## src/rtl/core/ajrb_pkg.sv

```systemverilog
// Shared types and constants for the audio jitter ring buffer.
// Holds the channel word structs, request codes and ring sizing.
// No dependencies.
`default_nettype none

package ajrb_pkg;

  // Ring depth must be a power of two: pointers wrap by truncation.
  localparam int unsigned DEPTH    = 4096;
  localparam int unsigned MAX_PULL = 64;

  localparam int unsigned ADDR_W   = $clog2(DEPTH);
  localparam int unsigned SMP_W    = 16;
  localparam int unsigned LVL_W    = 12;
  localparam int unsigned CNT_W    = 7;
  localparam int unsigned CMP_W    = (ADDR_W > LVL_W) ? ADDR_W : LVL_W;
  localparam int unsigned DROP_N   = (DEPTH / 8 < 1) ? 1 : DEPTH / 8;

  localparam logic [1:0] REQ_PUSH  = 2'd0;
  localparam logic [1:0] REQ_PULL  = 2'd1;
  localparam logic [1:0] REQ_CLEAR = 2'd2;

  localparam int unsigned CFG_IDX_W = 2;
  localparam logic [CFG_IDX_W-1:0] CFG_ENABLED   = 2'd0;
  localparam logic [CFG_IDX_W-1:0] CFG_PREBUFFER = 2'd1;
  localparam logic [CFG_IDX_W-1:0] CFG_HIGH      = 2'd2;
  localparam logic [CFG_IDX_W-1:0] CFG_TARGET    = 2'd3;

  typedef struct packed {
    logic [1:0]              req_type;
    logic signed [SMP_W-1:0] sample_in;
    logic [CNT_W-1:0]        pull_count;
  } in_word_t;

  typedef struct packed {
    logic signed [SMP_W-1:0] sample_out;
    logic                    from_ring;
    logic                    block_ok;
    logic                    last;
    logic [LVL_W-1:0]        fill_after;
  } out_word_t;

  typedef struct packed {
    logic             enabled;
    logic [LVL_W-1:0] prebuffer_level;
    logic [LVL_W-1:0] high_level;
    logic [LVL_W-1:0] target_level;
  } cfg_t;

  typedef enum logic {
    ST_IDLE,
    ST_PULL
  } state_t;

endpackage

`default_nettype wire

```

## src/rtl/core/ajrb_ctrl.sv

```systemverilog
// Pointer control, pull sequencer and output register of the ring buffer.
// Depends on ajrb_pkg; drives the write and read ports of the sample RAM.
`default_nettype none

module ajrb_ctrl
  import ajrb_pkg::*;
(
  input  wire logic              clk,
  input  wire logic              rst_n,
  input  wire cfg_t              cfg,
  input  wire logic              in_valid,
  output logic                   in_stall,
  input  wire in_word_t          in_data,
  output logic                   out_valid,
  input  wire logic              out_stall,
  output out_word_t              out_data,
  output logic                   ram_we,
  output logic [ADDR_W-1:0]      ram_waddr,
  output logic [SMP_W-1:0]       ram_wdata,
  output logic [ADDR_W-1:0]      ram_raddr,
  input  wire logic [SMP_W-1:0]  ram_rdata
);

  state_t            state_r, state_nxt;
  logic [ADDR_W-1:0] rp_r, rp_nxt;
  logic [ADDR_W-1:0] wp_r, wp_nxt;
  logic              live_r, live_nxt;
  logic              got_r, got_nxt;
  logic [CNT_W-1:0]  rem_r, rem_nxt;
  logic              out_valid_r, out_valid_nxt;
  out_word_t         out_word_r, out_word_nxt;

  logic              in_fire;
  logic              is_pull;
  logic              out_take;
  logic              emit;
  logic [ADDR_W-1:0] fill;
  logic [CMP_W-1:0]  fill_ext;
  logic [ADDR_W-1:0] fill_post;
  logic              from;
  logic              fill_live;

  assign fill     = wp_r - rp_r;
  assign fill_ext = CMP_W'(fill);
  assign in_fire  = in_valid && (state_r == ST_IDLE);
  assign is_pull  = (in_data.req_type == REQ_PULL) && (in_data.pull_count != '0);
  assign out_take = out_valid_r && !out_stall;
  assign emit     = (state_r == ST_PULL) && (!out_valid_r || !out_stall);
  assign from     = live_r && (fill != '0);
  assign fill_post = fill - ADDR_W'(from);
  assign fill_live = cfg.enabled && (fill_ext >= CMP_W'(cfg.prebuffer_level));

  // Next state
  always_comb begin
    state_nxt = state_r;
    unique case (state_r)
      ST_IDLE: if (in_fire && is_pull) state_nxt = ST_PULL;
      ST_PULL: if (emit && rem_r == CNT_W'(1)) state_nxt = ST_IDLE;
      default: state_nxt = ST_IDLE;
    endcase
  end

  // Datapath and outputs
  always_comb begin
    rp_nxt       = rp_r;
    wp_nxt       = wp_r;
    live_nxt     = live_r;
    got_nxt      = got_r;
    rem_nxt      = rem_r;
    out_word_nxt = out_word_r;
    out_valid_nxt = out_valid_r && !out_take;
    ram_we       = 1'b0;

    if (in_fire) begin
      unique case (in_data.req_type)
        REQ_PUSH: begin
          // drop the oldest block when the ring is full
          if (fill == ADDR_W'(DEPTH - 1)) rp_nxt = rp_r + ADDR_W'(DROP_N);
          ram_we = 1'b1;
          wp_nxt = wp_r + ADDR_W'(1);
        end
        REQ_CLEAR: rp_nxt = wp_r;
        REQ_PULL: begin
          if (is_pull) begin
            live_nxt = fill_live;
            got_nxt  = 1'b0;
            rem_nxt  = (in_data.pull_count > CNT_W'(MAX_PULL)) ? CNT_W'(MAX_PULL)
                                                               : in_data.pull_count;
            // above the high level, trim down to the target level
            if (fill_live && fill_ext > CMP_W'(cfg.high_level) &&
                fill_ext > CMP_W'(cfg.target_level)) begin
              rp_nxt = ADDR_W'(CMP_W'(wp_r) - CMP_W'(cfg.target_level));
            end
          end
        end
        default: ;
      endcase
    end

    if (emit) begin
      rp_nxt  = rp_r + ADDR_W'(from);
      rem_nxt = rem_r - CNT_W'(1);
      got_nxt = got_r || from;
      out_word_nxt.sample_out = from ? $signed(ram_rdata) : '0;
      out_word_nxt.from_ring  = from;
      out_word_nxt.last       = (rem_r == CNT_W'(1));
      out_word_nxt.block_ok   = (rem_r == CNT_W'(1)) && (got_r || from);
      out_word_nxt.fill_after = LVL_W'(CMP_W'(fill_post));
      out_valid_nxt = 1'b1;
    end
  end

  always_ff @(posedge clk) begin
    if (!rst_n) begin
      state_r     <= ST_IDLE;
      rp_r        <= '0;
      wp_r        <= '0;
      live_r      <= 1'b0;
      got_r       <= 1'b0;
      rem_r       <= '0;
      out_valid_r <= 1'b0;
    end else begin
      state_r     <= state_nxt;
      rp_r        <= rp_nxt;
      wp_r        <= wp_nxt;
      live_r      <= live_nxt;
      got_r       <= got_nxt;
      rem_r       <= rem_nxt;
      out_valid_r <= out_valid_nxt;
    end
  end

  always_ff @(posedge clk) begin
    out_word_r <= out_word_nxt;
  end

  // Read ahead at the next read pointer so the sample is ready when emitted
  assign ram_raddr = rp_nxt;
  assign ram_waddr = wp_r;
  assign ram_wdata = in_data.sample_in;
  assign in_stall  = (state_r != ST_IDLE);
  assign out_valid = out_valid_r;
  assign out_data  = out_word_r;

endmodule

`default_nettype wire

```

## config.mk

```make
export PLATFORM = sky130hd
export DESIGN_NAME = ajrb_ctrl
export DESIGN_NICKNAME = d
export VERILOG_FILES = /design/src/rtl/core/ajrb_pkg.sv /design/src/rtl/core/ajrb_ctrl.sv
export SDC_FILE = /design/constraint.sdc
export NUM_CORES = 1
export LEC_CHECK = 0
export BUFFER_PORTS_ARGS = -buffer_cell sky130_fd_sc_hd__buf_2
export CAP_MARGIN = 10
export CORE_MARGIN = 2
export CORE_UTILIZATION = 50
export DETAILED_ROUTE_END_ITERATION = 8
export GPL_ROUTABILITY_DRIVEN = 0
export PLACE_DENSITY = 0.85
export SETUP_SLACK_MARGIN = 0.1
export SLEW_MARGIN = 25
export SYNTH_ARGS = -nofsm -noshare
export SYNTH_HDL_FRONTEND = slang
export SYNTH_SLANG_ARGS = --single-unit
```

## constraint.sdc

```tcl
create_clock -name clk -period 15.13 [get_ports clk]
set_clock_uncertainty 0.05 [all_clocks]
set_input_delay 3.7825 -clock clk [delete_from_list [all_inputs] [get_ports clk]]
set_output_delay 3.7825 -clock clk [all_outputs]
set_load 0.02 [all_outputs]
```

==> impl_metrics.yaml <==
global_route:
  grt_first_pass_wirelength_mm: 22.1
  first_global_vias: 4705
  grt_util_all_layers: 0.234
  grt_max_degree: 60
  grt.overflow.total: 0
  antenna_found_initial: 0
synthesis:
  yosys_warnings: 0
  synth_edf_count: 31
  synth_area_um2: 5620
  ys_seq_elements: 66
  async_flop_share: 0
  yosys.area.top_type: "edfxtp_1"
  avgSynthCellArea_um2: 8.46
  yosysMostFrequentCell: "ha_1"
  yosysSeqAreaShare: 0.290
  synth_top_cells_by_area: "edfxtp_1 17%, ha_1 15%, dfxtp_1 12%, a21oi_1 4.8%, inv_1 4.0%"
  synth_common_cells: "66 x ha_1, 60 x inv_1, 54 x a21oi_1, 42 x nand2_1, 42 x nor2_1"
  netlist_instances: 664
  yosysUniqueCellTypes: 72
  synth_flop_cell: "dfxtp_1"
  synth_top_area_share: 0.166
  syn-num-nets: 814
final_layout:
  synthToLayoutAreaGrowth_pct: 14.2
  fin_nets: 916
  n_antenna_cell: 0
  utilization: 0.589
  design_area_um2: 6420
  fillers: 1001
  drive_gt1_frac: 0.205
worst_setup_path:
  critical_path_arrival_ns: 6.66
  worstRegToRegCells: 20
  required_ns: 11.30
  rrSetupSlack_ns: 9.51
  cp_max_fo: 17
  end_kind: "output port"
  r2r-start: "ram_waddr[0]"
  r2r_end: "rp_r[10]"
  cp-start-kind: "primary input"
  criticalPathCategory: "primary input to output port"
clock_network:
  cts_buffer_depth: 2
  post-cts-setup-buffers: 0
  cts.sinks: 66
  clkLatencyLatePin_ns: 0.35
  cts_root_buffer: "clkbuf_8"
  hold_buffers: 0
  cts_tree: "yes"
  cts.htree.levels: 3
  cts_resized: 0
  clkTransAtPathRegs_ns: 0.07
  numCtsBuffers: 9
sta:
  drv_slew: 0
  rsz0062_at_grt: "false"
  worstMarginPinSlew_ns: 1.01
  hold_viol: 0
  timing.final.crit_share: 0.693
  slew_headroom: 0.323
  fin_setup_tns_ns: 0
  period_needed_ns: 10.49
  hold_ws_ns: 0.460
  finalSetupViolCount: 0
  clock.fmax_ghz: 0.0953
route:
  dr.pass1.iters: 5
  drt_wl_total_mm: 14.2
  vias_per_cell: 5.73
  antenna_left: 0
  vias: 5216
  wl_per_cell_um: 15.6
  drcViolationCount: 0
  drt_iter0_markers: 362
die:
  io_pins: 156
  die_h_um: 110
  placementRows: 38
  die_x_um: 110
  core_um2: 10900
  start_util: 0.516
  dieArea_um2: 12100
run:
  maxCapViolations: 0
place:
  placed_cell_area_um2: 6220
  detailed_place_hpwl_mm: 11.1
  io_buffers: 123
status:
  status: "complete, no violations"
power_and_ir_drop:
  cellPowerDensity_nw_per_um2: 83.6
  peakVddDrop_v: 0.0000764
  p_leak_nw: 2.98
  finalPower_uw: 537
hold_path:
  holdPathStages: 2
  hp-start: "live_r"
  min-delay-path-class: "flop to flop"
  hold_path_end: "live_r"
## worst max-delay path by stage
stage | endpoint | slack [ns] | from | cells past startpoint
2_1_floorplan | ram_raddr[1] | 5.21 | out_stall | 9
6_report | ram_raddr[6] | 4.64 | in_data[3] | 9
3_5_place_dp | ram_raddr[6] | 4.69 | in_data[3] | 9
4_1_cts | ram_raddr[6] | 4.63 | in_data[3] | 9
5_1_grt | ram_raddr[6] | 4.48 | cfg[1] | 12
3_3_place_gp | ram_raddr[6] | 4.69 | in_data[3] | 9
## cells by family after synthesis
group,synth area share
buffers and inverters,0.0788
adders and majority gates,0.154
xor gates and xnor gates,0.0543
and+or+nand+nor,0.230
DFF,0.290
muxes,0.0163
AOI/OAI and AO/OA,0.176
## flip-flops by register name, indices dropped and copies added, names as in the netlist
register   flops
in_stall       1
out_data      31
ram_waddr     12
rem_r          7
live_r         1
got_r          1
out_valid      1
rp_r          12
## through the flow
stage | setup WS [ns] | std cells
floorplan | 5.21 | 664
global placement | 4.69 | 895
detailed placement | 4.69 | 895
CTS | 4.63 | 911
global route | 4.48 | 911
finish | 4.64 | 911
## worst max-delay path, cell delays in order
cell	delay [ns]
buf_2	0.10
or4_1	0.53
o41ai_1	0.68
nor3_1	0.17
nand4b_2	0.41
a21o_1	0.24
a21oi_1	0.08
a311oi_1	0.40
buf_2	0.26
## per-layer routing
metal	up-vias	share of wire	track usage
li1	2588	-	-
met5	-	0	0
met2	218	0.45	0.377
met4	0	0.016	0.0678
met1	2392	0.45	0.319
met3	18	0.087	0.0441
## power breakdown
group | switching (mW) | internal, mW
clock network | 0.0726 | 0.0769
registers | 0.00611 | 0.197
logic | 0.111 | 0.0726
## cells in the final DEF (no fill, tap or decap), types with 3 or more instances in the layout
master / count
a21o_1: 8
o21a_1: 3
dfxtp_1: 35
and3_1: 8
nand2_1: 42
and2_1: 28
nand2b_1: 10
buf_4: 3
nand4_1: 10
nor2b_1: 8
or2_2: 4
edfxtp_1: 31
inv_1: 59
xnor2_1: 15
nor2_1: 42
nor3_1: 26
a221oi_1: 8
mux2i_1: 8
a21oi_1: 54
o21ai_0: 30
or3_1: 6
clkbuf_8: 9
a31oi_1: 5
a211oi_1: 6
nand3_1: 27
a211o_1: 3
nor4b_1: 5
ha_1: 66
o31ai_1: 4
buf_2: 123
nor4_1: 7
o2111ai_1: 3
o211ai_1: 6
xor2_1: 18
## area by class of cell
| type | instances | area [um^2] | share of cell area |
|---|---|---|---|
| inverter | 61 | 229 | 0.0357 |
| timing repair buffer | 126 | 638 | 0.0994 |
| clock buffer | 9 | 124 | 0.0193 |
| sequential | 66 | 1630 | 0.254 |
| multi-input combinational | 502 | 3540 | 0.552 |
| clock inverter | 7 | 76.3 | 0.0119 |
| tap | 140 | 175 | 0.0273 |
Note: power is estimated with default switching activity, not from simulation.
