`src/rtl/core/ajrb_pkg.sv`:
```
// Shared types and constants for the audio jitter ring buffer.
// Holds the channel word structs, request codes and ring sizing.
// No dependencies.
`default_nettype none

package ajrb_pkg;

  // Ring depth must be a power of two: pointers wrap by truncation.
  localparam int unsigned DEPTH    = 4096;
  localparam int unsigned MAX_PULL = 64;

  localparam int unsigned ADDR_W   = $clog2(DEPTH);
  localparam int unsigned SMP_W    = 16;
  localparam int unsigned LVL_W    = 12;
  localparam int unsigned CNT_W    = 7;
  localparam int unsigned CMP_W    = (ADDR_W > LVL_W) ? ADDR_W : LVL_W;
  localparam int unsigned DROP_N   = (DEPTH / 8 < 1) ? 1 : DEPTH / 8;

  localparam logic [1:0] REQ_PUSH  = 2'd0;
  localparam logic [1:0] REQ_PULL  = 2'd1;
  localparam logic [1:0] REQ_CLEAR = 2'd2;

  localparam int unsigned CFG_IDX_W = 2;
  localparam logic [CFG_IDX_W-1:0] CFG_ENABLED   = 2'd0;
  localparam logic [CFG_IDX_W-1:0] CFG_PREBUFFER = 2'd1;
  localparam logic [CFG_IDX_W-1:0] CFG_HIGH      = 2'd2;
  localparam logic [CFG_IDX_W-1:0] CFG_TARGET    = 2'd3;

  typedef struct packed {
    logic [1:0]              req_type;
    logic signed [SMP_W-1:0] sample_in;
    logic [CNT_W-1:0]        pull_count;
  } in_word_t;

  typedef struct packed {
    logic signed [SMP_W-1:0] sample_out;
    logic                    from_ring;
    logic                    block_ok;
    logic                    last;
    logic [LVL_W-1:0]        fill_after;
  } out_word_t;

  typedef struct packed {
    logic             enabled;
    logic [LVL_W-1:0] prebuffer_level;
    logic [LVL_W-1:0] high_level;
    logic [LVL_W-1:0] target_level;
  } cfg_t;

  typedef enum logic {
    ST_IDLE,
    ST_PULL
  } state_t;

endpackage

`default_nettype wire

```
`src/rtl/core/ajrb_cfg.sv`:
```
// Configuration register file for the jitter ring buffer.
// Depends on ajrb_pkg for register indexes and the cfg_t struct.
`default_nettype none

module ajrb_cfg
  import ajrb_pkg::*;
(
  input  wire logic                 clk,
  input  wire logic                 rst_n,
  input  wire logic                 cfg_we,
  input  wire logic [CFG_IDX_W-1:0] cfg_index,
  input  wire logic [LVL_W-1:0]     cfg_wdata,
  output cfg_t                      cfg
);

  cfg_t cfg_r;
  cfg_t cfg_nxt;

  always_comb begin
    cfg_nxt = cfg_r;
    if (cfg_we) begin
      unique case (cfg_index)
        CFG_ENABLED:   cfg_nxt.enabled         = cfg_wdata[0];
        CFG_PREBUFFER: cfg_nxt.prebuffer_level = cfg_wdata;
        CFG_HIGH:      cfg_nxt.high_level      = cfg_wdata;
        CFG_TARGET:    cfg_nxt.target_level    = cfg_wdata;
      endcase
    end
  end

  always_ff @(posedge clk) begin
    if (!rst_n) begin
      cfg_r.enabled         <= 1'b1;
      cfg_r.prebuffer_level <= LVL_W'(400);
      cfg_r.high_level      <= LVL_W'(2666);
      cfg_r.target_level    <= LVL_W'(800);
    end else begin
      cfg_r <= cfg_nxt;
    end
  end

  assign cfg = cfg_r;

endmodule

`default_nettype wire

```
`config.mk`:
```
export PLATFORM = sky130hd
export DESIGN_NAME = ajrb_cfg
export DESIGN_NICKNAME = d
export VERILOG_FILES = /design/src/rtl/core/ajrb_pkg.sv /design/src/rtl/core/ajrb_cfg.sv
export SDC_FILE = /design/constraint.sdc
export NUM_CORES = 1
export LEC_CHECK = 0
export BUFFER_PORTS_ARGS = -buffer_cell sky130_fd_sc_hd__buf_2
export CORE_MARGIN = 1.5
export CORE_UTILIZATION = 45
export DETAILED_ROUTE_END_ITERATION = 10
export PLACE_DENSITY = 0.72
export SLEW_MARGIN = 20
export SYNTH_ARGS = -nofsm -noshare
export SYNTH_HDL_FRONTEND = slang
export SYNTH_SLANG_ARGS = --single-unit
```
`constraint.sdc`:
```
create_clock -name clk -period 0.8 [get_ports clk]
set_input_delay 0.04 -clock clk [delete_from_list [all_inputs] [get_ports clk]]
set_output_delay 0.04 -clock clk [all_outputs]
set_load 0.005 [all_outputs]
```
==> results.cfg, run 1 <==
[floorplan]
initial_core_util = 0.466
die_h_um = 61.8
io_pins = 54
fp-row-count = 21
core-area_um2 = 3340
die_x_um = 61.8
die_area_um2 = 3810

[pwr]
p_seq_frac = 0.561
p_sw_frac = 0.247
internal-power_uw = 2640
combPwrFrac = 0.152
worst_ir_drop_vdd_mv = 0.967
p_leak_uw = 0.00108
clkPwrFrac = 0.287
p_switching_uw = 867
p_per_area_nw_per_um2 = 1540

[final_layout]
n_antenna_cell = 0
final_util = 0.684
design_area_um2 = 2280
largest_reg_flops = 37
finalNetCount = 245
syn2layout_area_growth_pct = 46.8
drive_above_1_share = 0.535
final_cells = 274

[clock_network]
cts.clk_slew.worst_paths_ps = 110
cts-root-buf = clkbuf_4
clock_latency_ps = 340
cts_htree_levels = 2
clockBufferDepth = 2
numClockSinks = 37
cts_buffers = 5
cts_tree = done

[sta]
grt_setup_unrepaired = yes
maxSlewHeadroom = 0.823
hold_violations = 0
finalWorstSetupSlack_ps = -48.0
worst_pin_slew_ps = 266
setup_viol = 37
fmax_mhz = 1180
min_period_ps = 848
finClkSkew_ps = 0
slew_violations = 0
post-route-period-util = 1.06

[place]
hpwl_um = 2660
dp.cells = 252
io_buffers = 53
gp_congestion = 0.777
dpl-instance-area_um2 = 1910

[job]
maxCapViolations = 0

[worst_setup_path]
end_kind = primary output
r2r_slack_ps = 90
critPathMaxFanout = 2
cp_num_buf_inv = 1
worst-setup-path-type = reg -> out
slowest_stage = dfxtp_2
cp-start-kind = flip-flop
worstRegToRegCells = 3
cp.arrival_ps = 810
r2r-start = cfg[8]$_SDFFE_PN1P_
path_delay_family = flip-flops
cpPeakStageDelay_ps = 340
crit_path_cell_trace = buf_2
regToRegEndpoint = cfg[8]$_SDFFE_PN1P_
required_ps = 760

[routing]
drc = 0
dr.pass1.iters = 5
drt_wl_total_um = 3700
vias_per_cell = 4.85
postRouteAntennaNets = 0
drt_iter0_markers = 50
dr_total_vias = 1328
drt-wirelength-per-cell_um = 13.5

[global_routing]
grt_max_degree = 15
grt.busiest_layer = met2
met3_usage = 0.0890
grt_overflow_total = 0
grt_usage = 0.208
grtUsageMet2 = 0.337
grt_pass1_wl_um = 5610
antenna_found_initial = 0
grt_pass1_vias = 1270
grt_use_met1 = 0.247

[logic_synthesis]
synthTopCellsByArea = dfxtp_1 48%, mux2i_1 19%, nand2_1 8.7%, nor2b_1 3.6%, nand4b_1 3.4%
synth_cell_type_count = 20
yosysMostFrequentCell = dfxtp_1
synth-seq-area-share = 0.477
synth.top_cell.area_share = 0.477
synth.avg_cell_area_um2 = 10.2
synth_warnings = 0
synth_seq_cells = 37
ys_async_sr_fraction = 0
synth_edf_count = 0
syn_area_um2 = 1550
syn-num-nets = 170
yosys.area.top_type = dfxtp_1
synth_flop_cell = dfxtp_1
synth_common_cells = 37 x dfxtp_1, 36 x nand2_1, 30 x mux2i_1, 9 x nor2b_1
postSynthCellCount = 153

[worst_hold_path]
min_path_type = in -> reg
min_to = cfg[34]$_SDFFE_PN0P_
holdPathStages = 3
min_from = cfg_wdata[10]

[status]
status = finished with violations
violations = setup timing
[metal layers]
layer / part of all wire / vias up
met3: 0.063 / 5
met1: 0.44 / 614
met4: 0.012 / 0
met2: 0.48 / 52
met5: 0 / -
li1: - / 657
[what timing repair did]
item	in CTS	in global routing
resized for setup	40	19
setup buffers	4	1
setup endpoints to repair	37	38
endpoints found under the hold margin	19	0
hold buffers	10	0
pin swaps	0	0
[worst max path at each step]
| stage | start | endpoint | slack [ps] | cells past startpoint |
|---|---|---|---|---|
| 2_1_floorplan | rst_n | cfg[21]$_SDFFE_PN1P_ | 80 | 4 |
| 3_3_place_gp | cfg_index[0] | cfg[14]$_SDFFE_PN0P_ | -20 | 4 |
| 3_5_place_dp | cfg_we | cfg[25]$_SDFFE_PN0P_ | -80 | 3 |
| 4_1_cts | cfg[20]$_SDFFE_PN0P_ | cfg[20] | -60 | 1 |
| 5_1_grt | cfg[20]$_SDFFE_PN0P_ | cfg[20] | -90 | 1 |
| 6_report | cfg[20]$_SDFFE_PN0P_ | cfg[20] | -50 | 1 |
[layout by cell type (no fill, tap or decap), drive strengths merged]
cell type / instances
and3: 1
and3b: 2
buf: 72
clkbuf: 7
dfxtp: 37
dlygate4sd3: 10
inv: 7
mux2i: 30
nand2: 36
nand3: 1
nand3b: 1
nand4b: 6
nand4bb: 1
nor2b: 9
nor3b: 1
o211ai: 7
[per-stage QoR]
step | worst slack, ps | setup TNS (ps) | hold WS (ps) | power (uW)
2_1_floorplan | 80.0 | 0 | 182 | 2230
3_3_place_gp | -17.4 | -210 | 302 | 2410
3_5_place_dp | -79.7 | -1000 | 323 | 2420
4_1_cts | -61.5 | -1410 | 6.61 | 3470
5_1_grt | -94.0 | -2430 | 4.72 | 3660
6_report | -48.0 | -1090 | 18.2 | 3510
[cell type report]
cell class | instances | area (um^2)
fillers | 274 | 1060
flip-flops and latches | 37 | 787
multi-input cells | 95 | 687
repair buffers | 82 | 668
well taps | 46 | 57.6
clock buffers | 7 | 55.1
inverters | 7 | 26.3
[cell families (layout without fill, tap and decap cells)]
kind of cell	after synthesis	after routing	share of synthesized area
muxes	30	30	0.193
DFF	37	37	0.477
buffers and inverters	21	96	0.0813
and+or+nand+nor	58	58	0.202
AOI/OAI and AO/OA	7	7	0.0467
[power by group through the flow]
stage | Sequential (uW) | Clock [uW] | Combinational [uW]
2_1_floorplan | 2000 | 0 | 238
3_3_place_gp | 1990 | 0 | 421
3_5_place_dp | 1990 | 0 | 435
4_1_cts | 1960 | 1010 | 496
5_1_grt | 1980 | 1100 | 579
6_report | 1970 | 1010 | 533
Power figures use the tool's default switching activity.
==> run 2, diff against run 1 <==
- ABC_AREA: default -> 1
- CTS_CLUSTER_DIAMETER: default -> 100
- PLACE_DENSITY: 0.72 -> 0.73
==> results.cfg, run 2 <==
[status]
status = finished with violations
violations = setup timing

[logic_synthesis]
yosysMostFrequentCell = nand2_1
synthTopCellsByArea = dfxtp_1 50%, nand2_1 19%, nor2_1 13%, inv_1 6.9%, nand3_1 5.4%
synth.top_cell.area_share = 0.501
synth_cell_type_count = 11
syn-num-nets = 234
synth_common_cells = 75 x nand2_1, 50 x nor2_1, 37 x dfxtp_1, 27 x inv_1, 16 x nand3_1
synth_seq_cells = 37
synth.avg_cell_area_um2 = 6.81
yosys.area.top_type = dfxtp_1
ys_async_sr_fraction = 0
synth_warnings = 0
syn_area_um2 = 1480
postSynthCellCount = 217
synth_flop_cell = dfxtp_1
synth_edf_count = 0
synth-seq-area-share = 0.501

[clock_network]
cts-root-buf = clkbuf_4
cts.clk_slew.worst_paths_ps = 120
cts_htree_levels = 2
cts_tree = done
clock_latency_ps = 330
numClockSinks = 37
clockBufferDepth = 2
cts_buffers = 5

[routing]
drt_wl_total_um = 3450
drt-wirelength-per-cell_um = 10.3
drt_iter0_markers = 68
drc = 0
vias_per_cell = 4.34
postRouteAntennaNets = 0
dr.pass1.iters = 4
dr_total_vias = 1451

[floorplan]
die_h_um = 60.3
die_area_um2 = 3640
initial_core_util = 0.480
fp-row-count = 20
io_pins = 54
core-area_um2 = 3080
die_x_um = 60.3

[worst_setup_path]
cpPeakStageDelay_ps = 340
worst-setup-path-type = reg -> out
critPathMaxFanout = 2
path_delay_family = flip-flops
cp_num_buf_inv = 1
required_ps = 760
end_kind = primary output
cp-start-kind = flip-flop
cp.arrival_ps = 810
slowest_stage = dfxtp_2
r2r_slack_ps = 90
crit_path_cell_trace = buf_2

[global_routing]
grt_max_degree = 38
grt_pass1_vias = 1276
grt_usage = 0.205
antenna_found_initial = 0
grt_overflow_total = 0
grt_pass1_wl_um = 5520

[final_layout]
finalNetCount = 306
final_util = 0.693
mostFrequentLayoutCell = nand2_1
final_cells = 334
drive_above_1_share = 0.376
largest_reg_flops = 37
mostFrequentLayoutCells = 75 x nand2_1, 50 x nor2_1, 43 x buf_2
syn2layout_area_growth_pct = 44.4
n_antenna_cell = 0

[sta]
fmax_mhz = 1180
finalWorstSetupSlack_ps = -45.2
finClkSkew_ps = 0
post-route-period-util = 1.06
slew_violations = 0
min_period_ps = 845
maxSlewHeadroom = 0.716
setup_viol = 37
worst_pin_slew_ps = 425
grt_setup_unrepaired = yes
fin_setup_tns_ps = -1050
hold_violations = 0

[place]
dp.cells = 313
hpwl_um = 2270
gp_congestion = 0.762
io_buffers = 53

[pwr]
p_leak_uw = 0.00117
p_per_area_nw_per_um2 = 1840
finalPower_uw = 3920
worst_ir_drop_vdd_mv = 1.36

[worst_hold_path]
min_path_type = in -> reg

[job]
maxCapViolations = 0
-- run 2: cell types whose count changed in the layout (fill, tap and decap cells not counted), moves of 7 or more --
cell,previous run,this run
inv_1,7,27
nor2b_1,9,0
buf_4,16,9
buf_6,22,10
nand2_1,36,75
buf_2,32,43
mux2i_1,30,0
nor2_1,0,50
nand3_1,1,16
-- run 2: path summary, 6_finish.rpt --
| kind | start | end | cells past startpoint |
|---|---|---|---|
| max reg2reg | cfg[21]$_SDFFE_PN1P_ | cfg[21]$_SDFFE_PN1P_ | 3 |
| max | cfg[1]$_SDFFE_PN0P_ | cfg[1] | 1 |
| min | cfg_we | cfg[36]$_SDFFE_PN1P_ | 3 |
| min reg2reg | cfg[5]$_SDFFE_PN1P_ | cfg[5]$_SDFFE_PN1P_ | 2 |
-- run 2: area by class of cell --
class | count | area, um^2
fillers | 297 | 945
clock inverters | 2 | 37.5
well taps | 44 | 55.1
multi-input cells | 143 | 566
clock buffers | 6 | 51.3
flip-flops and latches | 37 | 787
inverters | 27 | 101
repair buffers | 75 | 536
-- run 2: where the power goes --
| group | leakage, uW | internal [uW] | total (uW) | switching [uW] |
|---|---|---|---|---|
| Combinational | 0.000821 | 272 | 540 | 268 |
| Clock | 0.0000445 | 743 | 1370 | 626 |
| Sequential | 0.000308 | 1960 | 2010 | 52.7 |
-- run 2: through the flow --
step | instance area, um^2 | hold WS [ps] | setup WS (ps)
after detailed placement | 1810 | 276 | -24.3
after CTS | 2080 | 33.4 | -60.1
final | 2130 | 46.0 | -45.2
after global placement | 1810 | 275 | -12.0
after floorplan | 1480 | 153 | 79.1
after global routing | 2130 | 38.1 | -89.9
-- run 2: logic make-up (layout without fill, tap and decap cells) --
| kind of cell | after synthesis | after routing | synth area share |
|---|---|---|---|
| AND/OR/NAND/NOR | 143 | 143 | 0.383 |
| flip-flops | 37 | 37 | 0.501 |
| buffers and inverters | 37 | 110 | 0.116 |
-- run 2: layer usage --
layer  global-route usage  wire, um  share of wire
met5                    0         0              0
met4               0.0667        17         0.0049
met1                0.264      1680           0.49
met2                0.325      1540           0.45
met3               0.0671       208          0.060
-- run 2: timing repair --
item                                    4_1_cts  5_1_grt
gates resized for setup                      36       11
hold buffers                                 12        0
gates cloned                                  0        0
hold endpoints to repair                     35        0
endpoints found under the setup margin       37       37
setup buffers                                 1        0
